==> config.mk <==
export PLATFORM = sky130hd
export DESIGN_NAME = cursor_list_free_pool
export DESIGN_NICKNAME = d
export VERILOG_FILES = /design/src/rtl/clfp_pkg.sv /design/src/rtl/cursor_list_free_pool.sv
export SDC_FILE = /design/constraint.sdc
export NUM_CORES = 2
export LEC_CHECK = 0
export BUFFER_PORTS_ARGS = -buffer_cell sky130_fd_sc_hd__buf_2
export CORE_MARGIN = 1
export CORE_UTILIZATION = 55
export DETAILED_ROUTE_END_ITERATION = 7
export HOLD_SLACK_MARGIN = 0.08
export PLACE_DENSITY = 0.69
export SYNTH_ARGS = -nofsm -noshare
export SYNTH_HDL_FRONTEND = slang
export SYNTH_SLANG_ARGS = --single-unit
==> constraint.sdc <==
create_clock -name clk -period 5.5 [get_ports clk]
set_input_delay 0.825 -clock clk [delete_from_list [all_inputs] [get_ports clk]]
set_output_delay 0.825 -clock clk [all_outputs]
set_load 0.02 [all_outputs]
==> src/rtl/clfp_pkg.sv <==
// shared constants and types for the cursor list free pool
`default_nettype none
package clfp_pkg;

  localparam int CAPACITY    = 32;
  localparam int MAX_RESULTS = 32;
  localparam int ADDR_W      = $clog2(CAPACITY);
  localparam int SLOT_W      = 6;
  localparam int LINK_W      = 7;
  localparam int CNT_W       = 7;

  // link word: top bit set means null
  localparam logic [LINK_W-1:0] NIL = 7'h40;

  typedef enum logic [3:0] {
    ACT_INS_END  = 4'd0,
    ACT_INS_HEAD = 4'd1,
    ACT_INS_POS  = 4'd2,
    ACT_DEL_END  = 4'd3,
    ACT_DEL_HEAD = 4'd4,
    ACT_DEL_POS  = 4'd5,
    ACT_DEL_ONE  = 4'd6,
    ACT_DEL_ALL  = 4'd7,
    ACT_READ     = 4'd8
  } action_t;

  typedef enum logic [1:0] {
    ST_OK     = 2'd0,
    ST_FULL   = 2'd1,
    ST_EMPTY  = 2'd2,
    ST_BADPOS = 2'd3
  } status_t;

endpackage
`default_nettype wire

==> src/rtl/cursor_list_free_pool.sv <==
// cursor list free pool: linked list of values in a node store with a free chain
//
// One action is taken on in_ when in_valid and in_ready are high; in_ready is
// high only while no action is in progress. Each action gives one transfer on
// out_, except read, which gives one transfer per element (at most MAX_RESULTS),
// with out_last on the final one.
// Inserts and deletes walk the chain from the head to their position; match
// deletes scan the list up to the first match (delete one) or to its end (delete
// all), freeing each matching node. The walk takes one hop of the chain at a
// time, bounded by the link memory's one read per cycle. A read streams one
// element per cycle while the receiver takes them.
// Results sit in an output register: a new action is accepted while the last
// result still waits. When the receiver stalls, the block holds in its
// result step until the register frees up, and state does not change.
// Reset (synchronous, rst_n low) empties the list and chains all slots into the
// free pool; link entries read their reset pattern until first written, so no
// clearing pass is needed.
`default_nettype none
module cursor_list_free_pool (
  input  wire logic                        clk,
  input  wire logic                        rst_n,
  input  wire logic                        in_valid,
  output logic                             in_ready,
  input  wire logic [3:0]                  in_action,
  input  wire logic signed [31:0]          in_value,
  input  wire logic [6:0]                  in_position,
  output logic                             out_valid,
  input  wire logic                        out_ready,
  output logic [1:0]                       out_status,
  output logic signed [31:0]               out_element,
  output logic [clfp_pkg::SLOT_W-1:0]      out_slot,
  output logic [clfp_pkg::CNT_W-1:0]       out_length,
  output logic                             out_last
);
  import clfp_pkg::*;

  typedef enum logic [11:0] {
    S_IDLE  = 12'b000000000001,
    S_POP   = 12'b000000000010,
    S_WALK  = 12'b000000000100,
    S_INS_A = 12'b000000001000,
    S_INS_B = 12'b000000010000,
    S_DEL_A = 12'b000000100000,
    S_DEL_B = 12'b000001000000,
    S_SCAN  = 12'b000010000000,
    S_SC_A  = 12'b000100000000,
    S_SC_B  = 12'b001000000000,
    S_RD    = 12'b010000000000,
    S_EMIT  = 12'b100000000000
  } state_t;

  state_t state_r, state_nxt;
  logic [3:0]        act_r, act_nxt;
  logic [31:0]       val_r, val_nxt;
  logic [CNT_W-1:0]  hops_r, hops_nxt, n_r, n_nxt, total_r, total_nxt;
  logic [CNT_W-1:0]  count_r, count_nxt;
  logic [LINK_W-1:0] cur_r, cur_nxt, prev_r, prev_nxt, nxt_r, nxt_nxt;
  logic [LINK_W-1:0] list_head_r, list_head_nxt, free_head_r, free_head_nxt;
  logic [SLOT_W-1:0] s_r, s_nxt, slot_r, slot_nxt;
  logic              found_r, found_nxt;
  logic [1:0]        st_r, st_nxt;

  logic              out_valid_r, out_valid_nxt, out_last_r, out_last_nxt;
  logic [1:0]        out_status_r, out_status_nxt;
  logic [31:0]       out_element_r, out_element_nxt;
  logic [SLOT_W-1:0] out_slot_r, out_slot_nxt;
  logic [CNT_W-1:0]  out_length_r, out_length_nxt;

  // node store
  logic [LINK_W-1:0] link_mem [CAPACITY];
  logic [31:0]       val_mem  [CAPACITY];
  logic [CAPACITY-1:0] link_vld_r;
  logic              lw_en, vw_en;
  logic [ADDR_W-1:0] lw_addr, rd_addr, rd_addr_r;
  logic [LINK_W-1:0] lw_data;
  logic [LINK_W-1:0] link_raw_r, link_q;
  logic [31:0]       val_q_r;
  logic              rd_vld_r;
  logic              out_free;

  assign rd_addr = cur_nxt[ADDR_W-1:0];

  always_ff @(posedge clk) begin
    if (lw_en) begin
      link_mem[lw_addr] <= lw_data;
    end
    if (vw_en) begin
      val_mem[s_r[ADDR_W-1:0]] <= val_r;
    end
    link_raw_r <= link_mem[rd_addr];
    val_q_r    <= val_mem[rd_addr];
    rd_addr_r  <= rd_addr;
  end

  always_ff @(posedge clk) begin
    if (!rst_n) begin
      link_vld_r <= '0;
      rd_vld_r   <= 1'b0;
    end else begin
      rd_vld_r <= link_vld_r[rd_addr];
      if (lw_en) begin
        link_vld_r[lw_addr] <= 1'b1;
      end
    end
  end

  // unwritten entries read their reset chain: slot i links to i minus 1
  always_comb begin
    if (rd_vld_r) begin
      link_q = link_raw_r;
    end else if (rd_addr_r == '0) begin
      link_q = NIL;
    end else begin
      link_q = LINK_W'(rd_addr_r - 1'b1);
    end
  end

  assign out_free = !out_valid_r || out_ready;
  assign in_ready = (state_r == S_IDLE);

  always_comb begin
    state_nxt       = state_r;
    act_nxt         = act_r;
    val_nxt         = val_r;
    hops_nxt        = hops_r;
    n_nxt           = n_r;
    total_nxt       = total_r;
    count_nxt       = count_r;
    cur_nxt         = cur_r;
    prev_nxt        = prev_r;
    nxt_nxt         = nxt_r;
    list_head_nxt   = list_head_r;
    free_head_nxt   = free_head_r;
    s_nxt           = s_r;
    slot_nxt        = slot_r;
    found_nxt       = found_r;
    st_nxt          = st_r;
    lw_en           = 1'b0;
    vw_en           = 1'b0;
    lw_addr         = cur_r[ADDR_W-1:0];
    lw_data         = free_head_r;
    out_valid_nxt   = out_valid_r && !out_ready;
    out_status_nxt  = out_status_r;
    out_element_nxt = out_element_r;
    out_slot_nxt    = out_slot_r;
    out_length_nxt  = out_length_r;
    out_last_nxt    = out_last_r;

    unique case (state_r)
      S_IDLE: begin
        if (in_valid) begin
          act_nxt  = in_action;
          val_nxt  = in_value;
          prev_nxt = NIL;
          n_nxt    = '0;
          slot_nxt = '0;
          st_nxt   = ST_OK;
          found_nxt = 1'b0;
          unique case (in_action)
            ACT_INS_END, ACT_INS_HEAD, ACT_INS_POS: begin
              if (free_head_r[LINK_W-1]) begin
                st_nxt    = ST_FULL;
                state_nxt = S_EMIT;
              end else begin
                s_nxt   = free_head_r[SLOT_W-1:0];
                cur_nxt = free_head_r;
                if (in_action == ACT_INS_END) begin
                  hops_nxt = CNT_W'(CAPACITY);
                end else if (in_action == ACT_INS_HEAD || in_position <= 7'd1) begin
                  hops_nxt = '0;
                end else begin
                  hops_nxt = in_position - 7'd1;
                end
                state_nxt = S_POP;
              end
            end
            ACT_DEL_END, ACT_DEL_HEAD, ACT_DEL_POS: begin
              cur_nxt = list_head_r;
              if (in_action == ACT_DEL_END) begin
                hops_nxt = count_r - 7'd1;
              end else if (in_action == ACT_DEL_HEAD) begin
                hops_nxt = '0;
              end else begin
                hops_nxt = in_position - 7'd1;
              end
              priority if (list_head_r[LINK_W-1]) begin
                st_nxt    = ST_EMPTY;
                state_nxt = S_EMIT;
              end else if (in_action == ACT_DEL_POS &&
                           (in_position == 7'd0 || in_position > count_r)) begin
                st_nxt    = ST_BADPOS;
                state_nxt = S_EMIT;
              end else begin
                state_nxt = S_WALK;
              end
            end
            ACT_DEL_ONE, ACT_DEL_ALL: begin
              cur_nxt   = list_head_r;
              state_nxt = S_SCAN;
            end
            ACT_READ: begin
              cur_nxt   = list_head_r;
              total_nxt = (count_r > CNT_W'(MAX_RESULTS)) ? CNT_W'(MAX_RESULTS) : count_r;
              if (count_r == '0 || list_head_r[LINK_W-1]) begin
                st_nxt    = ST_EMPTY;
                state_nxt = S_EMIT;
              end else begin
                state_nxt = S_RD;
              end
            end
            default: begin
              state_nxt = S_EMIT;
            end
          endcase
        end
      end
      S_POP: begin
        // link of the popped slot becomes the new free head
        free_head_nxt = link_q;
        cur_nxt       = list_head_r;
        state_nxt     = S_WALK;
      end
      S_WALK: begin
        if (!cur_r[LINK_W-1] && n_r < hops_r) begin
          prev_nxt = cur_r;
          cur_nxt  = link_q;
          n_nxt    = n_r + 7'd1;
        end else if (act_r == ACT_INS_END || act_r == ACT_INS_HEAD ||
                     act_r == ACT_INS_POS) begin
          state_nxt = S_INS_A;
        end else if (cur_r[LINK_W-1]) begin
          st_nxt    = ST_EMPTY;
          state_nxt = S_EMIT;
        end else begin
          state_nxt = S_DEL_A;
        end
      end
      S_INS_A: begin
        // new node links to whatever followed prev
        lw_en     = 1'b1;
        vw_en     = 1'b1;
        lw_addr   = s_r[ADDR_W-1:0];
        lw_data   = cur_r;
        count_nxt = count_r + 7'd1;
        slot_nxt  = s_r;
        if (prev_r[LINK_W-1]) begin
          list_head_nxt = LINK_W'(s_r);
          state_nxt     = S_EMIT;
        end else begin
          state_nxt = S_INS_B;
        end
      end
      S_INS_B: begin
        lw_en     = 1'b1;
        lw_addr   = prev_r[ADDR_W-1:0];
        lw_data   = LINK_W'(s_r);
        state_nxt = S_EMIT;
      end
      S_DEL_A: begin
        if (prev_r[LINK_W-1]) begin
          list_head_nxt = link_q;
        end else begin
          lw_en   = 1'b1;
          lw_addr = prev_r[ADDR_W-1:0];
          lw_data = link_q;
        end
        state_nxt = S_DEL_B;
      end
      S_DEL_B: begin
        lw_en         = 1'b1;
        lw_addr       = cur_r[ADDR_W-1:0];
        lw_data       = free_head_r;
        free_head_nxt = cur_r;
        count_nxt     = count_r - 7'd1;
        slot_nxt      = cur_r[SLOT_W-1:0];
        state_nxt     = S_EMIT;
      end
      S_SCAN: begin
        if (cur_r[LINK_W-1] || n_r >= CNT_W'(CAPACITY)) begin
          st_nxt    = found_r ? ST_OK : ST_EMPTY;
          state_nxt = S_EMIT;
        end else if (val_q_r == val_r) begin
          nxt_nxt   = link_q;
          state_nxt = S_SC_A;
        end else begin
          prev_nxt = cur_r;
          cur_nxt  = link_q;
          n_nxt    = n_r + 7'd1;
        end
      end
      S_SC_A: begin
        if (prev_r[LINK_W-1]) begin
          list_head_nxt = nxt_r;
        end else begin
          lw_en   = 1'b1;
          lw_addr = prev_r[ADDR_W-1:0];
          lw_data = nxt_r;
        end
        state_nxt = S_SC_B;
      end
      S_SC_B: begin
        lw_en         = 1'b1;
        lw_addr       = cur_r[ADDR_W-1:0];
        lw_data       = free_head_r;
        free_head_nxt = cur_r;
        count_nxt     = count_r - 7'd1;
        slot_nxt      = cur_r[SLOT_W-1:0];
        found_nxt     = 1'b1;
        if (act_r == ACT_DEL_ONE) begin
          st_nxt    = ST_OK;
          state_nxt = S_EMIT;
        end else begin
          cur_nxt   = nxt_r;
          n_nxt     = n_r + 7'd1;
          state_nxt = S_SCAN;
        end
      end
      S_RD: begin
        if (cur_r[LINK_W-1]) begin
          state_nxt = S_IDLE;
        end else if (out_free) begin
          out_valid_nxt   = 1'b1;
          out_status_nxt  = ST_OK;
          out_element_nxt = val_q_r;
          out_slot_nxt    = cur_r[SLOT_W-1:0];
          out_length_nxt  = count_r;
          out_last_nxt    = (n_r + 7'd1 == total_r) || link_q[LINK_W-1];
          if (out_last_nxt) begin
            state_nxt = S_IDLE;
          end else begin
            cur_nxt = link_q;
            n_nxt   = n_r + 7'd1;
          end
        end
      end
      S_EMIT: begin
        if (out_free) begin
          out_valid_nxt   = 1'b1;
          out_status_nxt  = st_r;
          out_element_nxt = '0;
          out_slot_nxt    = (st_r == ST_OK) ? slot_r : '0;
          out_length_nxt  = count_r;
          out_last_nxt    = 1'b1;
          state_nxt       = S_IDLE;
        end
      end
      default: begin
        state_nxt = S_IDLE;
      end
    endcase
  end

  always_ff @(posedge clk) begin
    if (!rst_n) begin
      state_r     <= S_IDLE;
      list_head_r <= NIL;
      free_head_r <= LINK_W'(CAPACITY - 1);
      count_r     <= '0;
      out_valid_r <= 1'b0;
      cur_r       <= NIL;
    end else begin
      state_r     <= state_nxt;
      list_head_r <= list_head_nxt;
      free_head_r <= free_head_nxt;
      count_r     <= count_nxt;
      out_valid_r <= out_valid_nxt;
      cur_r       <= cur_nxt;
    end
  end

  always_ff @(posedge clk) begin
    act_r         <= act_nxt;
    val_r         <= val_nxt;
    hops_r        <= hops_nxt;
    n_r           <= n_nxt;
    total_r       <= total_nxt;
    prev_r        <= prev_nxt;
    nxt_r         <= nxt_nxt;
    s_r           <= s_nxt;
    slot_r        <= slot_nxt;
    found_r       <= found_nxt;
    st_r          <= st_nxt;
    out_status_r  <= out_status_nxt;
    out_element_r <= out_element_nxt;
    out_slot_r    <= out_slot_nxt;
    out_length_r  <= out_length_nxt;
    out_last_r    <= out_last_nxt;
  end

  assign out_valid   = out_valid_r;
  assign out_status  = out_status_r;
  assign out_element = out_element_r;
  assign out_slot    = out_slot_r;
  assign out_length  = out_length_r;
  assign out_last    = out_last_r;

endmodule
`default_nettype wire
==> results.txt <==
- Number of clock sinks: 1,499
- Number of remaining DRC errors: 0
* Average detailed-routed wire length per instance: 28.38 microns
- Unrepaired setup endpoints after global routing: false
- The clock arrives with 0.02890 ns of skew.
- In this run the worst hold path is classified as in2reg.
- VDD IR max: 320.8 uV
- The worst setup path is captured at a flop.
- GRT Overall Usage: 30.60%
* Worst-path fanout max: 33
* Nets in the synthesized netlist: 4,240
- The detail route stage leaves a number of antenna-violating nets equal to 0.
- Number of antenna cells inserted: 0
* # port buffers: 96
* Final setup viols: 0
- Cell area after synthesis: 59,260 sq um
* Total vias in the final route: 37,760
* Critical path startpoint: val_r[1]
- Entering global routing, the biggest net connects 107 pins.
- Clock H-tree levels: 4
- Max-cap violation count: 0
* Cell types occupying the most area after synthesis: sky130_fd_sc_hd__edfxtp_1 (70%), sky130_fd_sc_hd__mux2i_1 (4.7%), sky130_fd_sc_hd__nand2_1 (4.2%), sky130_fd_sc_hd__dfxtp_1 (4.0%), sky130_fd_sc_hd__a21oi_1 (1.7%)
* Cell Chain, Critical Path: buf_4 -> xnor2_1 -> nand4_1 -> nor4_2 -> buf_4 -> nand2_1 -> nand2_1 -> o211ai_1 -> a211oi_2 -> buf_12 -> inv_2 -> nand3_4 -> a21oi_1 -> nor4_1 -> a22oi_1
- In this run the critical register-to-register path is captured at link_raw_r[2].
- Total die area: 109,100 sq um
- Nets@finish: 4,405
* LEAKAGE: 22.55 nW
* Final Util: 63.06%
- First-pass iteration count of the detailed router: 6
- In this design, the stage delay of the slowest critical-path cell is 0.81 ns.
* Final routed wirelength across all metal layers: 166.4 mm
* Crit path buffers/inverters: 4
- A synthesized cell averages 14.21 sq um.
* Antenna violations before repair: 3
- The detailed router finished its first iteration with 5,549 violations.
- Yosys mapped the design onto 77 distinct sky130hd cell types.
- Via-to-Cell Ratio: 6.442
* Placement Rows: 120
- Final setup TNS: 0 ns
- Across all register-to-register paths, the minimum setup slack is 0.28 ns.
- Via count of the first global-routing pass: 35,800
* Share of the synthesized area in the top cell type: 69.97%
- Yosys mapped a number of flops with a built-in enable equal to 1,381.
- Yosys printed 0 warnings.
- Among cell families on the critical path, the largest total delay comes from simple AND/OR/NAND/NOR gates.
- For this run, the leading register cell type out of synthesis is sky130_fd_sc_hd__edfxtp_1.
* Gp weighted congestion: 0.8920
* Chip Width: 330.3 microns
* Number of buffers inserted by hold repair at cts: 0
* Outcome: finished clean
* Number of gates resized after CTS: 0
* Leading area contributor after synthesis: sky130_fd_sc_hd__edfxtp_1
* Critical path capture point: link_raw_r[2]
- For this run, asynchronously set or reset flops after synthesis account for 0%.
- The longest clock path from root to sink contains 3 buffers.
- Summing internal, switching and leakage power gives 25.24 mW.
- Die H: 330.3 microns
- Reg2Reg Launch Point: val_r[1]
* Flip-flop and latch count after synthesis: 1,499
* Global-route wire length before repair: 241.0 mm
* Power density over cell area: 374.3 nW/um^2
- Register area share after synthesis: 73.96%
- Placement-stage cell area: 62,560 sq um
- Start-to-end type of the worst setup path: reg2reg
- The total overflow left after global routing is 0.
- After clock tree synthesis, the clock-pin slew on the worst setup and hold paths is 0.06 ns.
* Final number of max-transition violations: 0
- Half-perimeter wire length of the detailed placement result: 92.79 mm
- Startpoint types: flop
- Clock tree from TritonCTS: done
- Across all hold checks on the routed design, the worst slack comes to 0.2501 ns.
- The region available for standard cell placement spans 106,900 sq um.
- With fillers left out, the area of the finished cells amounts to 67,420 sq um.
- For this design the top-level I/O count stands at 97.
* Critical path depth: 15
- Counting every instance in the synthesized netlist gives 4,171.
* CTS Root Buffer Type: sky130_fd_sc_hd__clkbuf_16
* Required time of the critical path: 6.08 ns
- Layout cells sized above 1: 12.16%
- Source-to-sink clock delay at the later pin of the worst-skew pair: 0.76 ns
- After clock tree synthesis, the setup repair step added 0 buffers.
* Arrival @ worst endpoint: 5.79 ns
* Slowest stage cell, crit path: sky130_fd_sc_hd__nor4_1
- Reg2Reg Depth: 15
- Effective utilization at floorplan: 55.44%
* Worst rel slew slack: 20.47%
- Min cycle time layout: 5.218 ns
- Maximum achievable frequency: 191.7 MHz
- Final worst-path cycle share: 94.87%
- The hold violation total from the final report was 0.
- Relative to the synthesized area, the layout overhead comes to 13.75%.
* CTS Buf Count: 149
- At the pin with the least slew margin, the transition time is 1.190 ns.
-- cell usage after synthesis, types with 27 or more instances --
master                     instances
sky130_fd_sc_hd__o21a_1           31
sky130_fd_sc_hd__nor4_1           84
sky130_fd_sc_hd__nor2_1          158
sky130_fd_sc_hd__inv_1            36
sky130_fd_sc_hd__a211oi_1         86
sky130_fd_sc_hd__and2_1           44
sky130_fd_sc_hd__nand3_1         146
sky130_fd_sc_hd__dfxtp_1         118
sky130_fd_sc_hd__a31oi_1          51
sky130_fd_sc_hd__buf_2            70
sky130_fd_sc_hd__xnor2_1          56
sky130_fd_sc_hd__clkbuf_1        151
sky130_fd_sc_hd__edfxtp_1       1381
sky130_fd_sc_hd__o22ai_1         126
sky130_fd_sc_hd__a21oi_1         199
sky130_fd_sc_hd__nand2_1         660
sky130_fd_sc_hd__a22oi_1          56
sky130_fd_sc_hd__a311oi_1         41
sky130_fd_sc_hd__and3_1           92
sky130_fd_sc_hd__mux2i_1         281
sky130_fd_sc_hd__o21ai_0          73
sky130_fd_sc_hd__nor3_1           27
-- area by class of cell --
| type | instances | area (sq um) |
|---|---|---|
| Tap cell | 1403 | 1755 |
| Fill cell | 7746 | 39490 |
| Timing Repair Buffer | 257 | 2185 |
| Multi-Input combinational cell | 2387 | 14630 |
| Inverter | 42 | 170.2 |
| Clock inverter | 81 | 747.0 |
| Sequential cell | 1499 | 43830 |
| Clock buffer | 193 | 4099 |
-- power breakdown --
| group | internal [mW] | switching, mW | leakage (nW) |
|---|---|---|---|
| combinational | 0.707 | 1.43 | 6.33 |
| clock | 5.83 | 4.26 | 2.39 |
| sequential | 12.8 | 0.250 | 13.8 |
-- layout by cell type (no fill, tap or decap), types with 28 or more instances in the layout --
master                      Yosys  final
sky130_fd_sc_hd__a22oi_1       56     56
sky130_fd_sc_hd__nor4_1        84     83
sky130_fd_sc_hd__a21oi_1      199    199
sky130_fd_sc_hd__nand2_1      660    659
sky130_fd_sc_hd__nor2_4         1     34
sky130_fd_sc_hd__and3_1        92     92
sky130_fd_sc_hd__dfxtp_1      118    118
sky130_fd_sc_hd__clkbuf_16      0    153
sky130_fd_sc_hd__o21ai_0       73     72
sky130_fd_sc_hd__a211oi_1      86     86
sky130_fd_sc_hd__and2_1        44     43
sky130_fd_sc_hd__buf_2         70     96
sky130_fd_sc_hd__clkbuf_1     151     28
sky130_fd_sc_hd__xnor2_1       56     56
sky130_fd_sc_hd__a311oi_1      41     41
sky130_fd_sc_hd__clkinv_2       0     28
sky130_fd_sc_hd__o21a_1        31     31
sky130_fd_sc_hd__a31oi_1       51     49
sky130_fd_sc_hd__nor2_1       158    125
sky130_fd_sc_hd__buf_4          0    121
sky130_fd_sc_hd__edfxtp_1    1381   1381
sky130_fd_sc_hd__buf_12         0     39
sky130_fd_sc_hd__clkinv_1       1     29
sky130_fd_sc_hd__nand3_1      146    144
sky130_fd_sc_hd__o22ai_1      126    126
sky130_fd_sc_hd__inv_1         36     35
sky130_fd_sc_hd__mux2i_1      281    281
-- cells by family after synthesis --
logic type	synth area share, %
other	0.006328
muxes	4.746
adders and majority gates	0.4645
DFF	73.96
buffers and inverters	1.957
AOI/OAI and AO/OA	7.852
xor gates and xnor gates	0.9838
and+or+nand+nor	10.03
-- layer usage --
metal / GRT usage [%] / vias to the layer above / part of all wire, %
met3: 5.753 / 390 / 11
met4: 11.91 / 2 / 3.9
met5: 0 / - / 0.0078
met1: 43.52 / 18770 / 39
li1: - / 16210 / -
met2: 47.04 / 2389 / 46
-- sequential cells by signal (all words and copies together), names as in the netlist, 12 cells and up --
| register | flops |
|---|---|
| link_vld_r | 32 |
| val_q_r | 32 |
| link_mem | 224 |
| val_mem | 1024 |
| state_r | 12 |
| val_r | 32 |
| out_element | 32 |
-- worst min-delay path by stage --
stage	slack, ns	end	depth (start not counted)	from
global route	0.23	val_r[19]	1	in_value[19]
detailed placement	0.45	link_vld_r[0]	1	link_vld_r[0]
finish	0.25	val_r[11]	1	in_value[11]
CTS	0.22	val_r[15]	1	in_value[15]
global placement	0.44	s_r[3]	0	free_head_r[3]
floorplan	0.41	out_length[2]	0	count_r[2]
-- stage by stage --
| stage | setup slack [ns] | cells |
|---|---|---|
| final | 0.2824 | 5862 |
| after global routing | 0.05450 | 5862 |
| after CTS | 0.2561 | 5861 |
| after detailed placement | 0.2763 | 5587 |
| after global placement | 0.2858 | 5587 |
| after floorplan | 1.372 | 4171 |
-- worst register-to-register path, stage by stage, from the launching register on --
cell and delay [ns]:
sky130_fd_sc_hd__edfxtp_1 0.37, sky130_fd_sc_hd__buf_4 0.25, sky130_fd_sc_hd__xnor2_1 0.49, sky130_fd_sc_hd__nand4_1 0.25, sky130_fd_sc_hd__nor4_2 0.69, sky130_fd_sc_hd__buf_4 0.25
sky130_fd_sc_hd__nand2_1 0.09, sky130_fd_sc_hd__nand2_1 0.17, sky130_fd_sc_hd__o211ai_1 0.34, sky130_fd_sc_hd__a211oi_2 0.41, sky130_fd_sc_hd__buf_12 0.20, sky130_fd_sc_hd__inv_2 0.11
sky130_fd_sc_hd__nand3_4 0.33, sky130_fd_sc_hd__a21oi_1 0.13, sky130_fd_sc_hd__nor4_1 0.81, sky130_fd_sc_hd__a22oi_1 0.19
Power figures use the tool's default switching activity.
